### src/hw/rtl/lkd_pkg.sv
// Package with the sizes and constants of the ladder keypad debouncer.
`default_nettype none

package lkd_pkg;

  // Keypad shape and sample size.
  localparam int unsigned BUTTONS  = 4;
  localparam int unsigned ADC_BITS = 10;

  // Register widths.
  localparam int unsigned OHM_W = 20;
  localparam int unsigned TOL_W = 8;
  localparam int unsigned DLY_W = 16;
  localparam int unsigned CFG_W = 20;
  localparam int unsigned CFG_IDX_W = 3;

  // Key codes.
  localparam int unsigned KEY_W  = 3;
  localparam int unsigned KIDX_W = 2;
  localparam logic [KEY_W-1:0] NO_KEY = 3'd4;

  // Debounce counter.
  localparam logic [DLY_W-1:0] CNT_MAX = '1;

  // Shared multiplier: a wide operand taken in two halves times a narrow operand.
  localparam int unsigned WA_W   = 48;
  localparam int unsigned HALF_W = WA_W / 2;
  localparam int unsigned NB_W   = (ADC_BITS + 9 > OHM_W) ? ADC_BITS + 9 : OHM_W;
  localparam int unsigned PROD_W = HALF_W + NB_W;
  localparam int unsigned RES_W  = WA_W + NB_W;

  // Register indexes of the configuration port.
  localparam logic [CFG_IDX_W-1:0] REG_LADDER  = 3'd0;
  localparam logic [CFG_IDX_W-1:0] REG_GROUND  = 3'd1;
  localparam logic [CFG_IDX_W-1:0] REG_TOL     = 3'd2;
  localparam logic [CFG_IDX_W-1:0] REG_RELEASE = 3'd3;
  localparam logic [CFG_IDX_W-1:0] REG_KEY0    = 3'd4;
  localparam logic [CFG_IDX_W-1:0] REG_KEY1    = 3'd5;
  localparam logic [CFG_IDX_W-1:0] REG_KEY2    = 3'd6;
  localparam logic [CFG_IDX_W-1:0] REG_KEY3    = 3'd7;

endpackage

`default_nettype wire

### src/hw/rtl/ladder_keypad_debouncer.sv
// Top level of the ladder keypad debouncer: decode sequencer, shared multiplier and debounce.
`default_nettype none

// Each input item is one ADC sample of a resistor-ladder keypad, taken once per
// tick. The block decodes the sample to key 0..3 or to no key (code 4) by trying
// each key's window in turn, lowest index first, with exact integer arithmetic,
// then debounces the decode with a per-value tick delay and reports a press or
// release event on the tick the stable value changes. Every input item yields one
// result item carrying the event flags and the raw decode. All multiplication runs
// through one 24 by 20 bit multiplier under a small sequencer; each product of a
// wide by a narrow operand runs a low-half, a high-half and a sum phase. After the
// step RG, the steps N, S, SADD, T, D, DADD, M, L and H run once for each key tried
// (the matching key and all below it, or all keys when none matches). The input is
// stalled from acceptance until the result is loaded; a finished result waits in
// the output register and does not block the next item. Configuration registers
// are to be written through a simple write port only while the block is idle; the
// block does not enforce this. They take effect on the next item.

module ladder_keypad_debouncer
  import lkd_pkg::*;
(
  input  wire logic                 clk_i,
  input  wire logic                 rst_ni,
  // Configuration write port.
  input  wire logic                 cfg_we_i,
  input  wire logic [CFG_IDX_W-1:0] cfg_idx_i,
  input  wire logic [CFG_W-1:0]     cfg_data_i,
  // Sample input.
  input  wire logic                 in_valid_i,
  output logic                      in_stall_o,
  input  wire logic [ADC_BITS-1:0]  adc_sample_i,
  // Result output.
  output logic                      out_valid_o,
  input  wire logic                 out_stall_i,
  output logic                      event_valid_o,
  output logic                      key_pressed_o,
  output logic [KIDX_W-1:0]         key_index_o,
  output logic [KEY_W-1:0]          raw_key_o
);

  // Sequencer steps. Steps that multiply run three phases.
  localparam logic [3:0] ST_IDLE = 4'd0;
  localparam logic [3:0] ST_RG   = 4'd1;  // ladder * ground
  localparam logic [3:0] ST_N    = 4'd2;  // N = i * (ladder * ground)
  localparam logic [3:0] ST_S    = 4'd3;  // i * ladder
  localparam logic [3:0] ST_SADD = 4'd4;  // S = i * ladder + ground
  localparam logic [3:0] ST_T    = 4'd5;  // T = ladder * S
  localparam logic [3:0] ST_D    = 4'd6;  // j * T
  localparam logic [3:0] ST_DADD = 4'd7;  // D = j * T + N
  localparam logic [3:0] ST_M    = 4'd8;  // M = D * adc * 256
  localparam logic [3:0] ST_L    = 4'd9;  // lower bound, compare with M
  localparam logic [3:0] ST_H    = 4'd10; // upper bound, compare with M
  localparam logic [3:0] ST_FIN  = 4'd11; // debounce and load result

  localparam logic [1:0] PH_LO  = 2'd0;
  localparam logic [1:0] PH_HI  = 2'd1;
  localparam logic [1:0] PH_SUM = 2'd2;

  localparam logic [KIDX_W-1:0] LAST_KEY = KIDX_W'(BUTTONS - 1);

  // Configuration registers.
  logic [OHM_W-1:0] ladder_q, ground_q;
  logic [TOL_W-1:0] tol_q;
  logic [DLY_W-1:0] rel_dly_q;
  logic [DLY_W-1:0] key_dly_q [4];

  // Debounce state.
  logic [KEY_W-1:0] last_q, stable_q;
  logic [DLY_W-1:0] elapsed_q;

  // Sequencer and datapath registers.
  logic [3:0]          step_q;
  logic [1:0]          ph_q;
  logic [KIDX_W-1:0]   k_q;
  logic [ADC_BITS-1:0] adc_q;
  logic [NB_W-1:0]     cl_q, ch_q;
  logic [WA_W-1:0]     p1_q, n_q, s_q, t_q, d_q;
  logic [RES_W-1:0]    m_q;
  logic                lo_ok_q;
  logic [KEY_W-1:0]    raw_q;
  logic [PROD_W-1:0]   prod_q;
  logic [PROD_W-1:0]   acc_q;

  // Output register.
  logic              out_valid_q;
  logic              ev_q, pr_q;
  logic [KIDX_W-1:0] idx_q;
  logic [KEY_W-1:0]  okey_q;

  // Shared multiplier operands.
  logic [WA_W-1:0]   mul_wa;
  logic [NB_W-1:0]   mul_nb;
  logic [HALF_W-1:0] mul_half;
  logic [PROD_W-1:0] prod_d;
  logic [RES_W-1:0]  mul_res;
  logic [NB_W-1:0]   key_i, key_j;
  logic [NB_W-1:0]   cl_d, ch_d;

  // Debounce datapath.
  logic [DLY_W-1:0] delay_sel;
  logic [DLY_W-1:0] elapsed_d;
  logic             take_new;
  logic             out_free;

  // Key k sits below k+1 ladder resistors, with BUTTONS-k of them in
  // parallel with the ground resistor.
  assign key_i = NB_W'(BUTTONS) - NB_W'(k_q);
  assign key_j = NB_W'(k_q) + NB_W'(1);

  // Window bounds scaled by full scale: x * (2^ADC_BITS - 1).
  assign cl_d = (NB_W'(9'd256 - {1'b0, tol_q}) << ADC_BITS) - NB_W'(9'd256 - {1'b0, tol_q});
  assign ch_d = (NB_W'(9'd256 + {1'b0, tol_q}) << ADC_BITS) - NB_W'(9'd256 + {1'b0, tol_q});

  always_comb begin
    mul_wa = '0;
    mul_nb = '0;
    case (step_q)
      ST_RG: begin
        mul_wa = WA_W'(ground_q);
        mul_nb = NB_W'(ladder_q);
      end
      ST_N: begin
        mul_wa = p1_q;
        mul_nb = key_i;
      end
      ST_S: begin
        mul_wa = WA_W'(ladder_q);
        mul_nb = key_i;
      end
      ST_T: begin
        mul_wa = s_q;
        mul_nb = NB_W'(ladder_q);
      end
      ST_D: begin
        mul_wa = t_q;
        mul_nb = key_j;
      end
      ST_M: begin
        mul_wa = d_q;
        mul_nb = NB_W'({adc_q, 8'd0});
      end
      ST_L: begin
        mul_wa = n_q;
        mul_nb = cl_q;
      end
      ST_H: begin
        mul_wa = n_q;
        mul_nb = ch_q;
      end
      default: begin
        mul_wa = '0;
        mul_nb = '0;
      end
    endcase
  end

  // Low half in the first phase, high half in the second.
  assign mul_half = (ph_q == PH_LO) ? mul_wa[HALF_W-1:0] : mul_wa[WA_W-1:HALF_W];
  assign prod_d   = PROD_W'(mul_half) * PROD_W'(mul_nb);
  assign mul_res  = RES_W'(acc_q) + (RES_W'(prod_q) << HALF_W);

  // Debounce of the finished decode.
  always_comb begin
    case (raw_q)
      3'd0:    delay_sel = key_dly_q[0];
      3'd1:    delay_sel = key_dly_q[1];
      3'd2:    delay_sel = key_dly_q[2];
      3'd3:    delay_sel = key_dly_q[3];
      default: delay_sel = rel_dly_q;
    endcase
  end

  assign elapsed_d = (raw_q != last_q) ? '0 :
                     (elapsed_q == CNT_MAX) ? elapsed_q : elapsed_q + DLY_W'(1);
  assign take_new  = (elapsed_d > delay_sel) && (raw_q != stable_q);
  assign out_free  = !out_valid_q || !out_stall_i;

  // Configuration registers.
  always_ff @(posedge clk_i or negedge rst_ni) begin
    if (!rst_ni) begin
      ladder_q     <= OHM_W'(10000);
      ground_q     <= OHM_W'(10000);
      tol_q        <= TOL_W'(26);
      rel_dly_q    <= DLY_W'(50);
      key_dly_q[0] <= DLY_W'(50);
      key_dly_q[1] <= DLY_W'(50);
      key_dly_q[2] <= DLY_W'(50);
      key_dly_q[3] <= DLY_W'(50);
    end else if (cfg_we_i) begin
      case (cfg_idx_i)
        REG_LADDER:  ladder_q     <= cfg_data_i[OHM_W-1:0];
        REG_GROUND:  ground_q     <= cfg_data_i[OHM_W-1:0];
        REG_TOL:     tol_q        <= cfg_data_i[TOL_W-1:0];
        REG_RELEASE: rel_dly_q    <= cfg_data_i[DLY_W-1:0];
        REG_KEY0:    key_dly_q[0] <= cfg_data_i[DLY_W-1:0];
        REG_KEY1:    key_dly_q[1] <= cfg_data_i[DLY_W-1:0];
        REG_KEY2:    key_dly_q[2] <= cfg_data_i[DLY_W-1:0];
        REG_KEY3:    key_dly_q[3] <= cfg_data_i[DLY_W-1:0];
        default:     ;
      endcase
    end
  end

  // Multiplier pipeline: product register, then the accumulator takes the low-half product in the high phase.
  always_ff @(posedge clk_i) begin
    prod_q <= prod_d;
    if (ph_q == PH_HI) begin
      acc_q <= prod_q;
    end
  end

  // Sequencer and debounce state.
  always_ff @(posedge clk_i or negedge rst_ni) begin
    if (!rst_ni) begin
      step_q      <= ST_IDLE;
      ph_q        <= PH_LO;
      k_q         <= '0;
      last_q      <= NO_KEY;
      stable_q    <= NO_KEY;
      elapsed_q   <= '0;
      out_valid_q <= 1'b0;
    end else begin
      // A new result loads the output register; otherwise a taken one empties it.
      if (step_q == ST_FIN && out_free) begin
        out_valid_q <= 1'b1;
      end else if (out_valid_q && !out_stall_i) begin
        out_valid_q <= 1'b0;
      end

      // Phase counter for the multiplying steps.
      if (step_q == ST_IDLE || step_q == ST_SADD || step_q == ST_DADD ||
          step_q == ST_FIN) begin
        ph_q <= PH_LO;
      end else if (ph_q == PH_SUM) begin
        ph_q <= PH_LO;
      end else begin
        ph_q <= ph_q + 2'd1;
      end

      case (step_q)
        ST_IDLE: begin
          if (in_valid_i) begin
            adc_q  <= adc_sample_i;
            k_q    <= '0;
            step_q <= ST_RG;
          end
        end
        ST_RG: begin
          if (ph_q == PH_SUM) begin
            p1_q   <= mul_res[WA_W-1:0];
            cl_q   <= cl_d;
            ch_q   <= ch_d;
            step_q <= ST_N;
          end
        end
        ST_N: begin
          if (ph_q == PH_SUM) begin
            n_q    <= mul_res[WA_W-1:0];
            step_q <= ST_S;
          end
        end
        ST_S: begin
          if (ph_q == PH_SUM) begin
            s_q    <= mul_res[WA_W-1:0];
            step_q <= ST_SADD;
          end
        end
        ST_SADD: begin
          s_q    <= s_q + WA_W'(ground_q);
          step_q <= ST_T;
        end
        ST_T: begin
          if (ph_q == PH_SUM) begin
            t_q    <= mul_res[WA_W-1:0];
            step_q <= ST_D;
          end
        end
        ST_D: begin
          if (ph_q == PH_SUM) begin
            d_q    <= mul_res[WA_W-1:0];
            step_q <= ST_DADD;
          end
        end
        ST_DADD: begin
          d_q    <= d_q + n_q;
          step_q <= ST_M;
        end
        ST_M: begin
          if (ph_q == PH_SUM) begin
            m_q    <= mul_res;
            step_q <= ST_L;
          end
        end
        ST_L: begin
          if (ph_q == PH_SUM) begin
            lo_ok_q <= (mul_res < m_q);
            step_q  <= ST_H;
          end
        end
        ST_H: begin
          if (ph_q == PH_SUM) begin
            // A zero N or D leaves both bounds at zero, so no window holds.
            if (lo_ok_q && (m_q < mul_res)) begin
              raw_q  <= KEY_W'(k_q);
              step_q <= ST_FIN;
            end else if (k_q == LAST_KEY) begin
              raw_q  <= NO_KEY;
              step_q <= ST_FIN;
            end else begin
              k_q    <= k_q + KIDX_W'(1);
              step_q <= ST_N;
            end
          end
        end
        ST_FIN: begin
          if (out_free) begin
            elapsed_q   <= elapsed_d;
            last_q      <= raw_q;
            if (take_new) begin
              stable_q <= raw_q;
            end
            ev_q        <= take_new;
            pr_q        <= take_new && (raw_q != NO_KEY);
            idx_q       <= (take_new && (raw_q != NO_KEY)) ? raw_q[KIDX_W-1:0] : '0;
            okey_q      <= raw_q;
            step_q      <= ST_IDLE;
          end
        end
        default: begin
          step_q <= ST_IDLE;
        end
      endcase
    end
  end

  assign in_stall_o    = (step_q != ST_IDLE);
  assign out_valid_o   = out_valid_q;
  assign event_valid_o = ev_q;
  assign key_pressed_o = pr_q;
  assign key_index_o   = idx_q;
  assign raw_key_o     = okey_q;

endmodule

`default_nettype wire
### config.mk
export PLATFORM = sky130hd
export DESIGN_NAME = ladder_keypad_debouncer
export DESIGN_NICKNAME = d
export VERILOG_FILES = /design/src/hw/rtl/lkd_pkg.sv /design/src/hw/rtl/ladder_keypad_debouncer.sv
export SDC_FILE = /design/constraint.sdc
export NUM_CORES = 2
export LEC_CHECK = 0
export BUFFER_PORTS_ARGS = -buffer_cell sky130_fd_sc_hd__buf_2
export CORE_MARGIN = 1.5
export CORE_UTILIZATION = 45
export CTS_CLUSTER_SIZE = 14
export DETAILED_ROUTE_END_ITERATION = 16
export HOLD_SLACK_MARGIN = 0.1
export PLACE_DENSITY = 0.68
export SLEW_MARGIN = 20
export SYNTH_ARGS = -nofsm -noshare
export SYNTH_HDL_FRONTEND = slang
export SYNTH_SLANG_ARGS = --single-unit
### constraint.sdc
create_clock -name clk_i -period 9.2 [get_ports clk_i]
set_input_delay 1.38 -clock clk_i [delete_from_list [all_inputs] [get_ports clk_i]]
set_output_delay 1.38 -clock clk_i [all_outputs]
set_load 0.03 [all_outputs]
==> Word level (Yosys, flattened, before mapping) <==
Index checks and enable logic that the tools add are counted.
{ "classes": {"addsub": 12, "n_reduce_logical": 46, "eq_ne": 40, "order_cmp": 3, "mux": 33, "n_mul": 1} }
{ "op_table": {"columns": ["op", "count"], "rows": [
  ["case mux 48 bit (7 select lines)", 1],
  ["case mux 48 bit (2 select lines)", 2],
  ["less-than comparator 68 bit", 2],
  ["case mux 20 bit (6 select lines)", 1],
  ["adder 44 x 68 -> 68 bit", 1],
  ["case mux 16 bit (4 select lines)", 1],
  ["adder 48 x 20 -> 48 bit", 1],
  ["adder 48 bit", 1],
  ["2-to-1 mux 4 bit", 12],
  ["2-to-1 mux 48 bit", 1],
  ["case mux 4 bit (12 select lines)", 1],
  ["multiplier 24 x 20 -> 44 bit", 1],
  ["2-to-1 mux 16 bit", 2],
  ["AND reduction 3 bit", 10],
  ["2-to-1 mux 24 bit", 1],
  ["inequality test 2 bit, second input constant", 12],
  ["subtractor 20 x 10 -> 20 bit", 1],
  ["subtractor 20 bit", 1],
  ["AND reduction 2 bit", 9],
  ["adder 16 x 1 -> 16 bit, second input constant", 1],
  ["equality test 16 bit, second input constant", 1],
  ["equality test 4 x 3 -> 1 bit, second input constant", 4],
  ["equality test 4 bit, second input constant", 4],
  ["> comparator 16 bit", 1],
  ["30 further kinds", 63]
]} }
{ "word_totals": {"word_cells": 168, "register_bits": 616, "input_bits": 38, "output_inout_bits": 9} }

==> Depth between registers and ports, before layout <==
{ "depth": {"word_depth": 6, "ltp_mapped": 36, "depth_no_buf": 32} }

==> Least setup slack after synthesis <==
Ideal clock, no wire load.
{ "synth_path": {"path_type": "register to register", "from": "register step_q[1]", "to": "register prod_q[38]", "stages_incl_launch_ff": 34, "synth_period_minus_slack_ns": 8.222, "n_path_buf": 4, "required_ns": 9.128, "setup_time_ns": 0.072, "path_slack_ns": 0.978, "t_arrival_ns": 8.150, "path_cell_list": "dfrtp_1 > clkbuf_1 > nand2b_1 > nor3_1 > clkbuf_1 > clkbuf_1 > a222oi_1 > nand3_1 > and2_1 > clkbuf_1 > nand2_1 > fa_1 > inv_1 > fa_1 > inv_1 > fa_1 > inv_1 > fa_1 > fa_1 > fa_1 > inv_1 > fa_1 > inv_1 > ha_1 > a21o_1 > a21oi_1 > nor2b_1 > a2111o_1 > a211oi_2 > o21ai_2 > a41o_1 > a211o_1 > a21oi_2 > xnor2_1"} }
{ "synth_between": {"elab_chain_cells": 5, "word_cells_on_any_way": 15, "classes_between": "1 x mul; 8 x eq/ne; 3 x mux; 3 x reduce/logical"} }
{ "synth_lines": {"columns": ["element", "line_no", "text"], "rows": [
  ["start: declaration", "ladder_keypad_debouncer.sv:72", "logic [3:0] step_q;"],
  ["start signal: assignment", "ladder_keypad_debouncer.sv:215", "step_q <= ST_IDLE;"],
  ["start signal: assignment", "ladder_keypad_debouncer.sv:245", "step_q <= ST_RG;"],
  ["start signal: assignment", "ladder_keypad_debouncer.sv:253", "step_q <= ST_N;"],
  ["equality test 4 bit", "ladder_keypad_debouncer.sv:117", "case (step_q)"],
  ["OR reduction 2 bit (no line)", null, null],
  ["case mux 48 bit (7 select lines)", "ladder_keypad_debouncer.sv:117", null],
  ["2-to-1 mux 24 bit", "ladder_keypad_debouncer.sv:158", "assign mul_half = (ph_q == PH_LO) ? mul_wa[HALF_W-1:0] : mul_wa[WA_W-1:HALF_W];"],
  ["multiplier 24 x 20 -> 44 bit *", "ladder_keypad_debouncer.sv:159", "assign prod_d = PROD_W'(mul_half) * PROD_W'(mul_nb);"],
  ["via prod_d[38]", "ladder_keypad_debouncer.sv:94", "logic [PROD_W-1:0] prod_d;"],
  ["end signal: assignment", "ladder_keypad_debouncer.sv:206", "prod_q <= prod_d;"],
  ["end: declaration", "ladder_keypad_debouncer.sv:81", "logic [PROD_W-1:0] prod_q;"]
]} }
The timed path passes the listed nets; every way through them passes the cells marked *.
A chain may end at the register's enable or synchronous reset.

==> Final worst setup path <==
{ "layout_path": {"from": "register step_q[1]", "to": "register prod_q[43]"} }
Same word-level chain as after synthesis.

==> reports/results.ini <==
[cts]
clk_pin_slew_ns=0.06
cts_buffers=70
cts_hold_buf=0
ctsHtreeMaxLevel=3
cts_num_sinks=613
cts_tree=done
insertion_delay_ns=0.64
cts_buffer_depth=3
cts_root_buffer=clkbuf_16

[global_route]
gr-total-overflow=0
grt_pass1_vias=35100
grt_pass1_wl_mm=217
grt_max_degree=82
antenna_found_initial=1
grt_use_total_pct=26.7

[worst_setup_path]
cpMostUsedCell=fa_1
critical-path-max-stage-delay_ns=0.65
required_ns=9.71
crit_type=flop to flop
critPathTopFamily=adder cells
reg2reg_slack_ns=0.30
end_kind=flop
crit_fanout=37
start_kind=flop
slowest_stage=a222oi_1
arrival_ns=9.41
critPathBufInv=9

[route]
postRouteWirelength_mm=142
num_vias=35300
drtIter0Drc=4166
vias_per_cell=5.86
drt_pre_antenna_iters=10
wire_per_inst_um=23.5
final_antenna_net_count=0
drc=0

[min_path]
hold_path.class=flop to flop

[floorplan]
fp.dieW_um=327
core_um2=104000
dieArea_um2=107000
io_pins=47
die_h_um=327
start_util_pct=45.4
rows=118

[timing]
hold_viol=0
max_slew.worst_pin.slew_ns=1.11
finalMaxSlewViolations=0
fin_skew_ns=0.0331
period_needed_ns=8.90
max_freq_mhz=112
setup_slack_ns=0.295
rsz0062_at_grt=true
period_share_pct=96.8
setup_viol=0
max_slew_margin_pct=25.7

[final_layout]
stdcell_area_um2=52000
layout-drive-gt1-share_pct=11.5
antenna_cells=0
regArea_um2=17200
fin_util_pct=50.1
layout.nets=5353
syn_to_final_growth_pct=10.3
multi_input_area_um2=27300
fill_cells=9310

[synthesis]
yosysTopAreaCell=edfxtp_1
synth_cells=4532
synth.yosys.seq_area_share_pct=36.5
synthArstFlopShare_pct=25.9
synth_edf_count=410
synth.area.top_cells=edfxtp_1 26%, fa_1 17%, ha_1 8.7%, dfrtp_1 6.8%, inv_1 4.6%
yosys.cell_count.top_type=inv_1
yosysUniqueCellTypes=89
synth.top_cell.area_share_pct=26.1
synth.net_count=5294
synth_flop_cell=edfxtp_1
synth.cell_area_um2=47200
synth_seq_cells=613
ys_warn_count=0
synth_commonest_cells=577 x inv_1, 538 x nand2_1, 410 x edfxtp_1
syn_avg_cell_area_um2=10.4

[placement]
place_hpwl_mm=109
preCtsSetupSlack_ns=0.242
placed_cell_area_um2=49600
routabilityCongestion=0.977
port_buffers=46

[flow_run]
maxCapViolCount=0

[run_status]
status=completed

-- cell type report --
class,instances,area share (%)
flip-flops and latches,613,33.1
repair buffers,185,2.65
clock inverters,32,0.616
clock buffers,96,3.71
multi-input cells,3143,52.4
inverters,578,4.17
well taps,1380,3.32
-- final timing paths --
path,startpoint,to,cells after the start
min in group asynchronous,rst_ni,ground_q[18],1
setup / recovery,step_q[1],prod_q[43],31
hold / removal,prod_q[3],acc_q[3],0
max in group asynchronous,rst_ni,key_dly_q[48],3
setup reg to reg,step_q[1],prod_q[43],31
hold reg to reg,prod_q[3],acc_q[3],0
-- cell usage in the layout (no fill, tap or decap), types with 25 or more instances in the layout --
| cell | n |
|---|---|
| inv_1 | 577 |
| nand2_1 | 534 |
| edfxtp_1 | 410 |
| fa_1 | 395 |
| ha_1 | 329 |
| nor2_1 | 260 |
| a21oi_1 | 197 |
| o21ai_0 | 166 |
| mux2_2 | 130 |
| dfrtp_1 | 129 |
| buf_4 | 129 |
| xnor2_1 | 122 |
| a21o_1 | 103 |
| and2_1 | 100 |
| clkbuf_16 | 71 |
| nand3_1 | 69 |
| xor2_1 | 69 |
| a22oi_1 | 48 |
| nand4_1 | 45 |
| buf_2 | 45 |
| dfxtp_1 | 44 |
| nor3_1 | 42 |
| a222oi_1 | 42 |
| and3_1 | 36 |
| a221oi_1 | 33 |
| dfstp_2 | 30 |
| a211oi_1 | 25 |
| mux2i_1 | 25 |
-- flip-flops by register name (all words and copies together), names as in the netlist, 17 cells and up --
| register | flops |
|---|---|
| prod_q | 44 |
| d_q | 48 |
| t_q | 48 |
| s_q | 48 |
| n_q | 48 |
| m_q | 68 |
| acc_q | 44 |
| key_dly_q | 64 |
| cl_q | 20 |
| p1_q | 48 |
| ladder_q | 20 |
| ground_q | 20 |
| ch_q | 17 |
-- stage by stage --
stage               cells  setup TNS [ns]  hold WS [ns]
floorplan            4532               0         0.408
global placement     5895               0         0.445
detailed placement   5895               0         0.446
CTS                  6023               0         0.459
global route         6027         -0.0432         0.476
finish               6027               0         0.464
-- cell families (layout without fill, tap and decap cells) --
logic type               after synthesis  count (layout)  synth area share (%)
flip-flops                           613             613                  36.5
AO/OA/AOI/OAI                        834             834                  12.0
AND/OR/NAND/NOR                     1222            1222                  11.8
adder cells (fa/ha/maj)              724             724                  25.5
buffers and inverters                776             891                  6.27
other                                  1               1               0.00795
multiplexers                         171             171                  4.40
XOR/XNOR                             191             191                  3.55
-- worst register-to-register path, delay by kind of cell (launching register included) --
kind	cells	cell delay (ns)
xor+xnor	1	0.12
flops	1	0.46
compound gates	8	2.28
fa+ha+maj	8	3.95
buf+inv	9	1.18
simple gates	5	0.78
-- timing repair --
item | in CTS | in global routing
gates resized for setup | 0 | 22
setup buffers | 0 | 2
endpoints found under the setup margin | 0 | 13
-- per-layer routing --
layer	vias up	track usage [%]	routed length, um
met5	-	0	0
met4	0	11.4	6500
met3	331	4.63	13000
met2	1737	41.8	64900
met1	17500	36.5	57300
li1	15700	-	-
Power is not shown: default switching activity piles up to over one toggle a cycle in this logic, so the estimate is an artifact.
